**src/rtl/wms_pkg.sv**
```systemverilog
`timescale 1ns / 1ps
// types, codes and sizes shared by the window match search block
// no dependencies

package wms_pkg;

	// result codes
	localparam logic [1:0] STATUS_FOUND    = 2'd0;
	localparam logic [1:0] STATUS_EMPTY    = 2'd1;
	localparam logic [1:0] STATUS_FILTERED = 2'd2;

	// configuration port
	localparam int CFG_INDEX_W = 3;
	localparam int CFG_DATA_W  = 16;

	localparam logic [CFG_INDEX_W-1:0] REG_MATCH_ON_PID = 3'd0;
	localparam logic [CFG_INDEX_W-1:0] REG_MATCH_VALUE  = 3'd1;
	localparam logic [CFG_INDEX_W-1:0] REG_VISIBLE_ONLY = 3'd2;
	localparam logic [CFG_INDEX_W-1:0] REG_VISIBLE_MASK = 3'd3;
	localparam logic [CFG_INDEX_W-1:0] REG_KEEP_LAST    = 3'd4;

	localparam logic [7:0] VISIBLE_MASK_RESET = 8'hff;

	// queue between front and back
	localparam int QUEUE_DEPTH = 2;
	localparam int QPTR_W      = (QUEUE_DEPTH > 1) ? $clog2(QUEUE_DEPTH) : 1;
	localparam int QCNT_W      = $clog2(QUEUE_DEPTH + 1);

	typedef struct packed {
		logic        entry_present;
		logic [15:0] entry_pid;
		logic [7:0]  entry_cpu;
		logic [7:0]  entry_visible;
		logic        last_in_window;
	} entry_t;

	typedef struct packed {
		logic [1:0]  search_status;
		logic [15:0] found_value;
	} result_t;

	// an entry after classification
	typedef struct packed {
		logic        hit;        // matches and passes the visibility test
		logic        filt;       // matches but fails the visibility test
		logic        keep_last;
		logic [15:0] report;
		logic [7:0]  vis;
		logic        last;
	} cls_t;

	typedef struct packed {
		logic full;
		logic empty;
	} qstat_t;

endpackage

```
**src/rtl/wms_front.sv**
```systemverilog
`timescale 1ns / 1ps
// front end: configuration registers and classification of each entry
// depends on wms_pkg

module wms_front (
	input  logic                              clk,
	input  logic                              arst_n,
	input  logic                              cfg_valid,
	output logic                              cfg_ready,
	input  logic [wms_pkg::CFG_INDEX_W-1:0]   cfg_index,
	input  logic [wms_pkg::CFG_DATA_W-1:0]    cfg_data,
	input  wms_pkg::entry_t                   entry,
	output wms_pkg::cls_t                     cls
);
	import wms_pkg::*;

	logic        match_on_pid_q;
	logic [15:0] match_value_q;
	logic        visible_only_q;
	logic [7:0]  visible_mask_q;
	logic        keep_last_q;

	logic [15:0] key;
	logic        match;
	logic        blocked;

	assign cfg_ready = 1'b1;

	always_ff @(posedge clk or negedge arst_n) begin
		if (!arst_n) begin
			match_on_pid_q <= 1'b0;
			match_value_q  <= 16'd0;
			visible_only_q <= 1'b0;
			visible_mask_q <= VISIBLE_MASK_RESET;
			keep_last_q    <= 1'b0;
		end else if (cfg_valid && cfg_ready) begin
			unique case (cfg_index)
				REG_MATCH_ON_PID: match_on_pid_q <= cfg_data[0];
				REG_MATCH_VALUE:  match_value_q  <= cfg_data[15:0];
				REG_VISIBLE_ONLY: visible_only_q <= cfg_data[0];
				REG_VISIBLE_MASK: visible_mask_q <= cfg_data[7:0];
				REG_KEEP_LAST:    keep_last_q    <= cfg_data[0];
				default: ;
			endcase
		end
	end

	// cpu is compared zero-extended
	assign key     = match_on_pid_q ? entry.entry_pid : {8'd0, entry.entry_cpu};
	assign match   = entry.entry_present && (key == match_value_q);
	assign blocked = visible_only_q && ((entry.entry_visible & visible_mask_q) == 8'd0);

	always_comb begin
		cls.hit       = match && !blocked;
		cls.filt      = match && blocked;
		cls.keep_last = keep_last_q;
		cls.report    = match_on_pid_q ? {8'd0, entry.entry_cpu} : entry.entry_pid;
		cls.vis       = entry.entry_visible;
		cls.last      = entry.last_in_window;
	end

endmodule

```
**src/rtl/wms_queue.sv**
```systemverilog
`timescale 1ns / 1ps
// short queue of classified entries between front and back
// depends on wms_pkg

module wms_queue (
	input  logic            clk,
	input  logic            arst_n,
	input  logic            wr,
	input  wms_pkg::cls_t   wr_item,
	input  logic            rd,
	output wms_pkg::cls_t   head,
	output wms_pkg::qstat_t stat
);
	import wms_pkg::*;

	cls_t              mem_q [QUEUE_DEPTH];
	logic [QPTR_W-1:0] wr_ptr_q;
	logic [QPTR_W-1:0] rd_ptr_q;
	logic [QCNT_W-1:0] count_q;
	logic              do_wr;
	logic              do_rd;

	assign stat.full  = (count_q == QCNT_W'(QUEUE_DEPTH));
	assign stat.empty = (count_q == '0);
	assign do_wr      = wr && !stat.full;
	assign do_rd      = rd && !stat.empty;
	assign head       = mem_q[rd_ptr_q];

	always_ff @(posedge clk) begin
		if (do_wr) begin
			mem_q[wr_ptr_q] <= wr_item;
		end
	end

	always_ff @(posedge clk or negedge arst_n) begin
		if (!arst_n) begin
			wr_ptr_q <= '0;
			rd_ptr_q <= '0;
			count_q  <= '0;
		end else begin
			if (do_wr) begin
				wr_ptr_q <= (wr_ptr_q == QPTR_W'(QUEUE_DEPTH - 1)) ? '0 : wr_ptr_q + 1'b1;
			end
			if (do_rd) begin
				rd_ptr_q <= (rd_ptr_q == QPTR_W'(QUEUE_DEPTH - 1)) ? '0 : rd_ptr_q + 1'b1;
			end
			if (do_wr && !do_rd) begin
				count_q <= count_q + 1'b1;
			end else if (do_rd && !do_wr) begin
				count_q <= count_q - 1'b1;
			end
		end
	end

endmodule

```
**src/rtl/wms_back.sv**
```systemverilog
`timescale 1ns / 1ps
// back end: window state, result selection and output register
// depends on wms_pkg

module wms_back (
	input  logic            clk,
	input  logic            arst_n,
	input  wms_pkg::cls_t   head,
	input  wms_pkg::qstat_t qstat,
	output logic            q_pop,
	output logic            empty,
	input  logic            pop,
	output wms_pkg::result_t result
);
	import wms_pkg::*;

	logic        have_hit_q;
	logic [15:0] hit_value_q;
	logic [7:0]  hit_visible_q;
	logic        saw_filtered_q;
	logic        out_valid_q;
	result_t     result_q;

	logic        take;
	logic        upd;
	logic        nx_have;
	logic [15:0] nx_value;
	logic [7:0]  nx_vis;
	logic        nx_filt;
	result_t     nx_result;

	// a closing entry waits until the output register is free
	assign q_pop = !qstat.empty && (!head.last || !out_valid_q || pop);
	assign take  = q_pop;
	assign upd   = head.hit && (!have_hit_q || head.keep_last);

	always_comb begin
		nx_have  = have_hit_q || upd;
		nx_value = upd ? head.report : hit_value_q;
		nx_vis   = upd ? head.vis : hit_visible_q;
		nx_filt  = saw_filtered_q || head.filt;
		priority if (nx_have && (nx_vis != 8'd0)) begin
			nx_result.search_status = STATUS_FOUND;
			nx_result.found_value   = nx_value;
		end else if (nx_have || nx_filt) begin
			nx_result.search_status = STATUS_FILTERED;
			nx_result.found_value   = 16'd0;
		end else begin
			nx_result.search_status = STATUS_EMPTY;
			nx_result.found_value   = 16'd0;
		end
	end

	always_ff @(posedge clk or negedge arst_n) begin
		if (!arst_n) begin
			have_hit_q     <= 1'b0;
			hit_value_q    <= 16'd0;
			hit_visible_q  <= 8'd0;
			saw_filtered_q <= 1'b0;
			out_valid_q    <= 1'b0;
		end else begin
			if (take) begin
				if (head.last) begin
					have_hit_q     <= 1'b0;
					hit_value_q    <= 16'd0;
					hit_visible_q  <= 8'd0;
					saw_filtered_q <= 1'b0;
				end else begin
					have_hit_q     <= nx_have;
					hit_value_q    <= nx_value;
					hit_visible_q  <= nx_vis;
					saw_filtered_q <= nx_filt;
				end
			end
			if (take && head.last) begin
				out_valid_q <= 1'b1;
			end else if (pop) begin
				out_valid_q <= 1'b0;
			end
		end
	end

	always_ff @(posedge clk) begin
		if (take && head.last) begin
			result_q <= nx_result;
		end
	end

	assign empty  = !out_valid_q;
	assign result = result_q;

	a_pop_needs_item: assert property (@(posedge clk) disable iff (!arst_n)
		q_pop |-> !qstat.empty)
		else $error("queue popped while empty");

	a_no_overwrite: assert property (@(posedge clk) disable iff (!arst_n)
		(out_valid_q && !pop && q_pop) |-> !head.last)
		else $error("waiting result would be overwritten");

	a_window_cleared: assert property (@(posedge clk) disable iff (!arst_n)
		(take && head.last) |=> (!have_hit_q && !saw_filtered_q && out_valid_q))
		else $error("window state not cleared after closing item");

	a_value_zero: assert property (@(posedge clk) disable iff (!arst_n)
		(out_valid_q && (result_q.search_status != STATUS_FOUND))
			|-> (result_q.found_value == 16'd0))
		else $error("found_value nonzero without a found status");

endmodule

```
**src/rtl/window_match_visible_search.sv**
```systemverilog
`timescale 1ns / 1ps
// top level of the window match search: front, queue and back wired together
// depends on wms_pkg, wms_front, wms_queue, wms_back
//
//  channel   handshake           payload                  item is taken when
//  -------   -----------------   ----------------------   ----------------------
//  entry     push / full         entry (wms_pkg::entry_t) push && !full
//  result    empty / pop         result (result_t)        pop && !empty
//  config    cfg_valid/cfg_ready cfg_index, cfg_data      cfg_valid && cfg_ready
//
// one entry item is taken every cycle while full is low; each is judged in the front in the cycle it is taken
// a window's result reaches the result ports after its closing item is taken:
// the item is first written into the two-entry queue, then the back end loads the output register
// reset clears the queue, the window state and the output valid flag, and puts the
// registers to their reset values (visible_mask all ones, the rest zero)
// while a result waits to be popped, entries that do not close a window still drain;
// a closing item waits at the queue head, and full rises once the queue holds two items
// configuration writes are always taken (cfg_ready is tied high)

module window_match_visible_search (
	input  logic                            clk,
	input  logic                            arst_n,
	input  logic                            push,
	output logic                            full,
	input  wms_pkg::entry_t                 entry,
	output logic                            empty,
	input  logic                            pop,
	output wms_pkg::result_t                result,
	input  logic                            cfg_valid,
	output logic                            cfg_ready,
	input  logic [wms_pkg::CFG_INDEX_W-1:0] cfg_index,
	input  logic [wms_pkg::CFG_DATA_W-1:0]  cfg_data
);
	import wms_pkg::*;

	cls_t   front_cls;   // classified entry from the front
	cls_t   q_head;      // oldest classified entry in the queue
	qstat_t q_stat;
	logic   q_pop;

	// front: registers and the compare / mask test
	wms_front u_front (
		.clk       (clk),
		.arst_n    (arst_n),
		.cfg_valid (cfg_valid),
		.cfg_ready (cfg_ready),
		.cfg_index (cfg_index),
		.cfg_data  (cfg_data),
		.entry     (entry),
		.cls       (front_cls)
	);

	// decoupling queue, written straight from the input handshake
	wms_queue u_queue (
		.clk     (clk),
		.arst_n  (arst_n),
		.wr      (push),
		.wr_item (front_cls),
		.rd      (q_pop),
		.head    (q_head),
		.stat    (q_stat)
	);

	assign full = q_stat.full;

	// back: first or last hit kept, result chosen on the closing item
	wms_back u_back (
		.clk    (clk),
		.arst_n (arst_n),
		.head   (q_head),
		.qstat  (q_stat),
		.q_pop  (q_pop),
		.empty  (empty),
		.pop    (pop),
		.result (result)
	);

endmodule
```
**config.mk**
```make
export PLATFORM = sky130hd
export DESIGN_NAME = window_match_visible_search
export DESIGN_NICKNAME = d
export VERILOG_FILES = /design/src/rtl/wms_pkg.sv /design/src/rtl/wms_front.sv /design/src/rtl/wms_queue.sv /design/src/rtl/wms_back.sv /design/src/rtl/window_match_visible_search.sv
export SDC_FILE = /design/constraint.sdc
export NUM_CORES = 1
export LEC_CHECK = 0
export ABC_AREA = 1
export BUFFER_PORTS_ARGS = -buffer_cell sky130_fd_sc_hd__buf_2
export CORE_UTILIZATION = 35
export CTS_CLUSTER_DIAMETER = 50
export DETAILED_ROUTE_END_ITERATION = 16
export PLACE_DENSITY_LB_ADDON = 0.25
export SYNTH_ARGS = -nofsm -noshare
export SYNTH_HDL_FRONTEND = slang
export SYNTH_SLANG_ARGS = --single-unit
```
**constraint.sdc**
```tcl
create_clock -name clk -period 5.1 [get_ports clk]
set_clock_uncertainty 0.1 [all_clocks]
set_input_delay 0 -clock clk [delete_from_list [all_inputs] [get_ports clk]]
set_output_delay 0 -clock clk [all_outputs]
set_load 0.01 [all_outputs]
```
==> results of run 1 <==
[state kept, by name, indices dropped and copies added (netlist names), 2 cells and up]
register	cells
u_front.visible_mask_q	8
u_queue.count_q	2
u_back.hit_value_q	16
u_back.hit_visible_q	8
u_front.match_value_q	16
u_back.result	18
u_queue.mem_q	56
[path summary, 6_finish.rpt]
kind | start | to | slack, ns | cells after the start
min | entry[18] | u_queue.mem_q[0][10] | 0.04 | 3
min reg2reg | u_front.keep_last_q | u_queue.mem_q[1][25] | 0.38 | 0
max reg2reg | u_queue.rd_ptr_q | u_queue.count_q[1] | 1.39 | 9
max in group asynchronous | arst_n | u_front.match_value_q[7] | 4.24 | 3
max | u_queue.rd_ptr_q | u_queue.count_q[1] | 1.39 | 9
min in group asynchronous | arst_n | u_back.hit_visible_q[0] | 0.18 | 3
[per-layer routing]
metal	routed length, um	part of all wire	vias up	global-route usage
li1	-	-	2172	-
met1	5850	0.47	1992	0.210
met2	5740	0.46	123	0.245
met3	523	0.042	19	0.0381
met4	257	0.021	0	0.0889
met5	0	0	-	0
[logic make-up after synthesis]
group | after synthesis
AND/OR/NAND/NOR | 223
XOR/XNOR | 9
multiplexers | 8
flip-flops | 132
buffers and inverters | 81
other | 1
AO/OA/AOI/OAI | 119
adder cells (fa/ha/maj) | 1
[layout by cell type (no fill, tap or decap), types with 2 or more instances in the layout]
| cell | count |
|---|---|
| nor3_1 | 2 |
| dfstp_2 | 8 |
| o21ai_0 | 96 |
| nand2_2 | 2 |
| inv_1 | 55 |
| mux2_2 | 8 |
| nand3_1 | 15 |
| dfrtp_1 | 50 |
| buf_4 | 5 |
| clkinv_4 | 3 |
| nor2_2 | 6 |
| clkbuf_16 | 17 |
| or2_2 | 3 |
| buf_2 | 77 |
| clkinv_1 | 2 |
| clkinvlp_4 | 2 |
| nor2_1 | 71 |
| dlygate4sd3_1 | 57 |
| nand2_1 | 117 |
| nand2_4 | 3 |
| o22ai_1 | 9 |
| clkinv_2 | 2 |
| edfxtp_1 | 74 |
| xor2_1 | 6 |
| xnor2_1 | 3 |
| clkbuf_1 | 2 |
| o21ai_1 | 2 |
| a21boi_0 | 2 |
| a21oi_1 | 7 |
| bufinv_16 | 6 |
[layout make-up]
type / count / area, um^2
clock buffer: 19 / 433
clock inverter: 13 / 231
fill: 1529 / 8430
inverter: 58 / 218
multi-input combinational: 361 / 1740
sequential: 132 / 3680
tap: 216 / 270
timing repair buffer: 139 / 993
[metrics by stage]
stage	hold WS [ns]	setup WS [ns]	power (uW)
after global placement	0.0965	1.52	2950
after global routing	0.0259	1.09	4670
final	0.0380	1.39	4380
after CTS	0.00193	1.38	4420
after detailed placement	0.103	1.42	3000
after floorplan	-0.396	2.77	2640
[critical path, stage by stage, from the launching register on]
cell and delay [ns]:
dfrtp_1 1.00, inv_2 0.42, nand2_1 0.15, nand2_1 0.12
a31oi_4 0.39, clkinv_1 0.54, ha_1 0.49, a21oi_1 0.12
o21ai_0 0.11, xor2_1 0.15
[timing repair]
item,4_1_cts,5_1_grt
endpoints found under the hold margin,128,0
gates resized for setup,0,0
hold buffers,57,0
[power breakdown]
| group | internal [uW] | total, uW | switching [uW] |
|---|---|---|---|
| clock network | 916 | 1350 | 434 |
| logic | 455 | 1310 | 854 |
| registers | 1560 | 1720 | 161 |
==> run_results.csv, run 1 <==
group,metric,value,unit
floorplan,dieHeight,130,um
sta,period_needed,3.71,ns
drt,ant_nets,0,
floorplan,io_pins,79,
sta,maxSlewViolCount,0,
cells_and_area,layout.cells.non_filler,938,
placed_design,place_congestion,0.838,
synth,synth-xor-area-share,0.0137,
drt,viasPerCell,4.59,
pwr,p_leak,0.00330,uW
synth,synthTopCellsByArea,"edfxtp_1, dfrtp_1, o21ai_0",
drt,drc,0,
global_routing,grt_pass1_vias,4160,
synth,synth_cell_types,37,
drt,first_pass_iters,5,
clocking,clk-insertion-delay-late,0.41,ns
worst_setup_path,cp-start-kind,"flop",
synth,synthMuxAreaShare,0.0156,
clocking,numCtsBuffers,17,
cells_and_area,drive_gt1_frac,0.199,
synth,synth_adder_area_share,0.00217,
floorplan,die_width,130,um
sta,maxSlewHeadroom,0.337,
synth,netlist_area,0.00576,mm^2
job,maxCapViolations,0,
synth,syn_avg_cell_area,10.0,um^2
global_routing,grt_max_degree,59,
clocking,cts_setup_buffers,0,
worst_setup_path,critPathCaptureType,"flop",
sta,setup-violations-final,0,
synth,ys_warn_count,0,
cells_and_area,fin_area,0.00757,mm^2
worst_setup_path,crit_arrival,3.90,ns
drt,drtIter0Drc,260,
synth,ys_seq_area_frac,0.639,
worst_setup_path,worstPathRequired,5.29,ns
synth,synth_ff_type,"edfxtp_1",
placed_design,place_area,0.00633,mm^2
pwr,cellPowerDensity,579,mW/mm^2
sta,hold_viol_final,0,
synth,synth_top_area_cell,"edfxtp_1",
synth,yosysMostFrequentCell,"nand2_1",
floorplan,coreArea,0.0160,mm^2
synth,synthSimpleGateAreaFrac,0.159,
cells_and_area,nets,768,
synth,ys_ff_latch,132,
pwr,vdd_drop_max,0.332,mV
clocking,cts.sinks,132,
cells_and_area,final_util,0.473,
sta,post-route-period-util,0.727,
placed_design,numPortBuffers,77,
sta,worst_pin_slew,0.995,ns
floorplan,start_util,0.360,
synth,synth_top_family_by_area,"simple AND/OR/NAND/NOR gates",
global_routing,gr-total-overflow,0,
synth,synth-compound-area-share,0.110,
global_routing,grt_usage,0.160,
synth,synthTopCellsByCount,"nand2_1, o21ai_0, edfxtp_1",
hold_path,hp-class,"input pin to flop",
synth,syn_inst,574,
cells_and_area,antenna_cells,0,
clocking,clk_pin_slew,0.06,ns
drt,vias,4306,
cells_and_area,synthToLayoutAreaGrowth,31.3,%
clocking,cts_tree,"built",
sta,setup-tns-final,0,ns
worst_setup_path,criticalPathCategory,"flop to flop",
worst_setup_path,cp_max_fo,32,
placed_design,hpwl,8490,um
global_routing,antenna_found_initial,0,
clocking,clock_path_buffers,2,
floorplan,fp-row-count,46,
global_routing,grt_pass1_wl,20300,um
synth,synthArstFlopShare,0.439,
synth,syn_nets,633,
clocking,htreeDepth,4,
sta,rsz0062_at_grt,"no",
placed_design,placed_cells,849,
synth,synth_edf_count,74,
clocking,cts-root-buf,"clkbuf_16",
floorplan,die_area,0.0170,mm^2
run_status,outcome,"completed",
synth,synth_top_area_frac,0.386,
sta,max_freq,0.270,GHz
drt,routed_wl,12400,um
drt,wire_per_inst,13.2,um
Note: power is estimated with default switching activity, not from simulation.
==> inputs of run 2 (changes only) <==
Clock period 5.1 ns to 3.53 ns, I/O delays scaled along.
==> run 2 against run 1 <==
- worst hold slack lost 0.020 ns
- routed wire length is 0.15% higher
- non-clock buffer count increased by 3
==> run_results.csv, run 2 (synthesis gave the netlist of run 1 again) <==
group,metric,value,unit
drt,first_pass_iters,4,
cells_and_area,layout.cells.non_filler,941,
clocking,numCtsBuffers,17,
cells_and_area,top_register,"u_queue.mem_q",
sta,rsz0062_at_grt,"no",
pwr,cellPowerDensity,815,mW/mm^2
global_routing,antenna_found_initial,0,
pwr,p_leak,0.00327,uW
job,maxCapViolations,0,
clocking,clock_path_buffers,2,
worst_setup_path,critPathCaptureType,"flop",
sta,hold_viol_final,0,
sta,setup-violations-final,0,
sta,maxSlewViolCount,0,
global_routing,grt_pass1_wl,20300,um
floorplan,die_area,0.0170,mm^2
cells_and_area,layout_common_cells,"nand2_1, o21ai_0, buf_2, edfxtp_1, nor2_1",
clocking,clk_pin_slew,0.05,ns
global_routing,grt_usage,0.160,
drt,viasPerCell,4.57,
placed_design,numPortBuffers,77,
cells_and_area,nets,771,
sta,maxSlewHeadroom,0.453,
floorplan,dieHeight,130,um
placed_design,hpwl,8760,um
floorplan,start_util,0.360,
drt,drtIter0Drc,329,
sta,max_freq,0.407,GHz
drt,vias,4297,
worst_setup_path,worstPathRequired,3.47,ns
worst_setup_path,criticalPathCategory,"flop to flop",
placed_design,place_congestion,0.859,
worst_setup_path,cp_max_fo,24,
run_status,outcome,"completed",
cells_and_area,layout_commonest_cell,"nand2_1",
cells_and_area,drive_gt1_frac,0.203,
pwr,vdd_drop_max,0.395,mV
sta,period_needed,2.46,ns
clocking,cts-root-buf,"clkbuf_16",
floorplan,coreArea,0.0160,mm^2
drt,ant_nets,0,
clocking,clk-insertion-delay-late,0.41,ns
clocking,htreeDepth,4,
sta,setup-tns-final,0,ns
floorplan,io_pins,79,
cells_and_area,synthToLayoutAreaGrowth,30.4,%
floorplan,die_width,130,um
placed_design,placed_cells,852,
clocking,cts_tree,"built",
drt,drc,0,
sta,worst_pin_slew,0.821,ns
global_routing,gr-total-overflow,0,
cells_and_area,largest_reg_flops,56,
clocking,cts_setup_buffers,0,
cells_and_area,antenna_cells,0,
worst_setup_path,crit_arrival,2.40,ns
drt,routed_wl,12400,um
floorplan,fp-row-count,46,
clocking,cts.sinks,132,
hold_path,hp-class,"input pin to flop",
global_routing,grt_max_degree,42,
global_routing,grt_pass1_vias,4186,
drt,wire_per_inst,13.2,um
worst_setup_path,cp-start-kind,"flop",
sta,post-route-period-util,0.696,
run 2: area by class of cell:
cell class / count / area [um^2]
clock buffer: 17 / 425
clock inverter: 15 / 165
fill: 1543 / 8480
inverter: 58 / 218
multi-input combinational: 361 / 1740
sequential: 132 / 3680
tap: 216 / 270
timing repair buffer: 142 / 1020
run 2: timing repair:
action                    4_1_cts  5_1_grt
hold endpoints to repair      106        0
resized for setup               0        0
hold buffers                   57        0
run 2: final timing paths:
| path | from | cells past startpoint | slack (ns) | to |
|---|---|---|---|---|
| worst max-delay path | u_queue.rd_ptr_q | 7 | 1.07 | u_back.result[15] |
| worst min-delay path | push | 5 | 0.02 | u_queue.wr_ptr_q |
| worst max register to register | u_queue.rd_ptr_q | 7 | 1.07 | u_back.result[15] |
| worst min register to register | u_back.hit_value_q[6] | 2 | 0.38 | u_back.hit_value_q[6] |
| max in group asynchronous | arst_n | 3 | 2.37 | u_front.visible_mask_q[4] |
| min in group asynchronous | arst_n | 2 | 0.07 | u_queue.count_q[1] |
run 2: layer usage:
metal  share of wire  wire length, um  global-route usage  vias up
met5               0                0                   0        -
met3           0.033              409              0.0336       16
met4           0.016              204              0.0759        0
met1            0.48             5980               0.206     1991
li1                -                -                   -     2181
met2            0.47             5800               0.258      109
run 2: power breakdown:
group	internal [uW]	switching [uW]
combinational	679	1260
sequential	2260	197
clock	1100	635
total	4030	2090
run 2: worst max-delay path, cell delays in order, from the launching register on:
cell and delay (ns):
dfrtp_1 0.34, buf_4 0.20, inv_2 0.19, nand2_1 0.10
nand2_1 0.11, a31oi_4 0.39, nand2_1 0.12, inv_1 0.52
run 2: stage by stage:
stage / utilization / hold slack [ns] / total power, uW / cell area, um^2 / worst slack (ns)
after floorplan: - / -0.396 / 3820 / 5760 / 1.20
after global placement: 0.397 / -0.0284 / 4310 / 6350 / 1.12
after detailed placement: 0.397 / -0.0196 / 4370 / 6350 / 1.05
final: 0.470 / 0.0177 / 6120 / 7520 / 1.07
after CTS: 0.470 / 0.00800 / 6190 / 7520 / 1.04
after global routing: 0.470 / 0.0461 / 6560 / 7520 / 0.804
==> inputs of run 3 (changes only) <==
Clock period 3.53 ns to 2.4 ns, I/O delays scaled along.
==> run 3 against run 2 <==
- first-iteration DRC count rose by 7.3%
- register-to-register slack got worse by 0.78 ns
- final cell count rose by 0.43%
- sequential power rose by 48%
- setup slack got worse by 0.78 ns
- global-route usage fell by 0.43 points
- largest cell class unchanged
- die area did not move
- utilization rose by 0.66 points
- maximum frequency rose by 17%
==> run_results.csv, run 3 (synthesis gave the netlist of run 1 again) <==
group,metric,value,unit
sta,worst_pin_slew,0.740,ns
placed_design,place_congestion,0.840,
drt,drc,0,
placed_design,numPortBuffers,77,
sta,max_freq,0.475,GHz
global_routing,gr-total-overflow,0,
floorplan,fp-row-count,46,
cells_and_area,antenna_cells,0,
worst_setup_path,cp_max_fo,6,
cells_and_area,top_register,"u_queue.mem_q",
drt,ant_nets,0,
hold_path,hp-class,"input pin to flop",
cells_and_area,layout_common_cells,"nand2_1, o21ai_0, buf_2, edfxtp_1, nor2_1",
floorplan,die_area,0.0170,mm^2
drt,vias,4343,
sta,hold_viol_final,0,
global_routing,grt_max_degree,56,
job,maxCapViolations,0,
clocking,post_cts_resized,0,
pwr,p_leak,0.00333,uW
floorplan,dieHeight,130,um
global_routing,grt_pass1_wl,20400,um
worst_setup_path,rr_worst_depth,6,
drt,drtIter0Drc,353,
hold_path,hold_path_depth,3,
cells_and_area,synthToLayoutAreaGrowth,32.3,%
sta,maxSlewViolCount,0,
floorplan,start_util,0.360,
sta,setup-tns-final,0,ns
worst_setup_path,r2r_setup_slack,0.30,ns
cells_and_area,nets,775,
worst_setup_path,criticalPathCategory,"flop to flop",
sta,timing.hold.ws,0.0118,ns
pwr,cellPowerDensity,1220,mW/mm^2
clocking,cts-root-buf,"clkbuf_16",
clocking,htreeDepth,4,
clocking,clk-insertion-delay-late,0.41,ns
clocking,numCtsBuffers,17,
clocking,holdBufCountCts,58,
cells_and_area,largest_reg_flops,56,
sta,period_needed,2.10,ns
placed_design,hpwl,8710,um
sta,rsz0062_at_grt,"no",
drt,wire_per_inst,12.9,um
clocking,cts_tree,"built",
drt,viasPerCell,4.60,
floorplan,die_width,130,um
global_routing,grt_usage,0.156,
sta,post-route-period-util,0.877,
clocking,cts.sinks,132,
global_routing,antenna_found_initial,0,
worst_setup_path,worstPathRequired,2.57,ns
pwr,vdd_drop_max,0.657,mV
floorplan,coreArea,0.0160,mm^2
sta,setup-violations-final,0,
cells_and_area,nFillCells,1546,
worst_setup_path,crit_arrival,2.28,ns
clocking,clock_path_buffers,2,
floorplan,io_pins,79,
clocking,clk_pin_slew,0.05,ns
drt,routed_wl,12200,um
clocking,cts_setup_buffers,0,
drt,first_pass_iters,5,
cells_and_area,layout_commonest_cell,"nand2_1",
global_routing,grt_pass1_vias,4220,
worst_setup_path,critPathCaptureType,"flop",
sta,maxSlewHeadroom,0.505,
cells_and_area,drive_gt1_frac,0.204,
worst_setup_path,cp-start-kind,"flop",
run_status,outcome,"completed",
[run 3: changes by cell type in the layout (fill, tap and decap cells not counted), sizes merged]
cell | previous run | this run
clkinvlp | 4 | 2
dlygate4sd3 | 57 | 58
bufinv | 3 | 5
buf | 85 | 88
[run 3: final cells by class]
type	count	area, um^2	share of cell area
Clock buffer	17	425	0.0558
Inverter	58	218	0.0286
Clock inverter	15	213	0.0279
Tap cell	216	270	0.0355
Timing Repair Buffer	146	1070	0.141
Sequential cell	132	3680	0.483
Multi-Input combinational cell	361	1740	0.228
[run 3: power by group]
part | switching, uW | leakage (uW) | total, uW | internal [uW]
clock | 919 | 0.000305 | 2750 | 1830
combinational | 1830 | 0.00161 | 2880 | 1050
sequential | 308 | 0.00141 | 3630 | 3320
[run 3: per-layer routing]
layer | routed length [um] | GRT usage | share of wire
met1 | 5800 | 0.204 | 0.47
met2 | 5640 | 0.243 | 0.46
met3 | 604 | 0.0410 | 0.049
met4 | 160 | 0.0657 | 0.013
met5 | 0 | 0 | 0
[run 3: final timing paths]
| kind | startpoint | to |
|---|---|---|
| worst max-delay path | u_queue.count_q[0] | u_queue.count_q[1] |
| worst min-delay path | entry[11] | u_queue.mem_q[1][11] |
| worst max register to register | u_queue.count_q[0] | u_queue.count_q[1] |
| worst min register to register | u_back.hit_value_q[3] | u_back.hit_value_q[3] |
| max in group asynchronous | arst_n | u_back.out_valid_q |
| min in group asynchronous | arst_n | u_back.hit_visible_q[5] |
[run 3: metrics by stage]
| stage | cell area (um^2) | util | setup WS, ns | instances | power (uW) |
|---|---|---|---|---|---|
| final | 7620 | 0.476 | 0.296 | 945 | 9260 |
| after global routing | 7620 | 0.476 | 0.0768 | 945 | 9900 |
| after CTS | 7620 | 0.476 | 0.299 | 945 | 9350 |
| after detailed placement | 6400 | 0.400 | 0.306 | 855 | 6460 |
| after global placement | 6400 | 0.400 | 0.328 | 855 | 6380 |
| after floorplan | 5760 | - | 0.0701 | 574 | 5620 |
[run 3: critical path: stages, from the launching register on]
cell,delay [ns]
dfrtp_1,0.44
o21ai_0,0.53
inv_1,0.19
ha_1,0.35
a21oi_1,0.11
o21ai_0,0.11
xor2_1,0.15
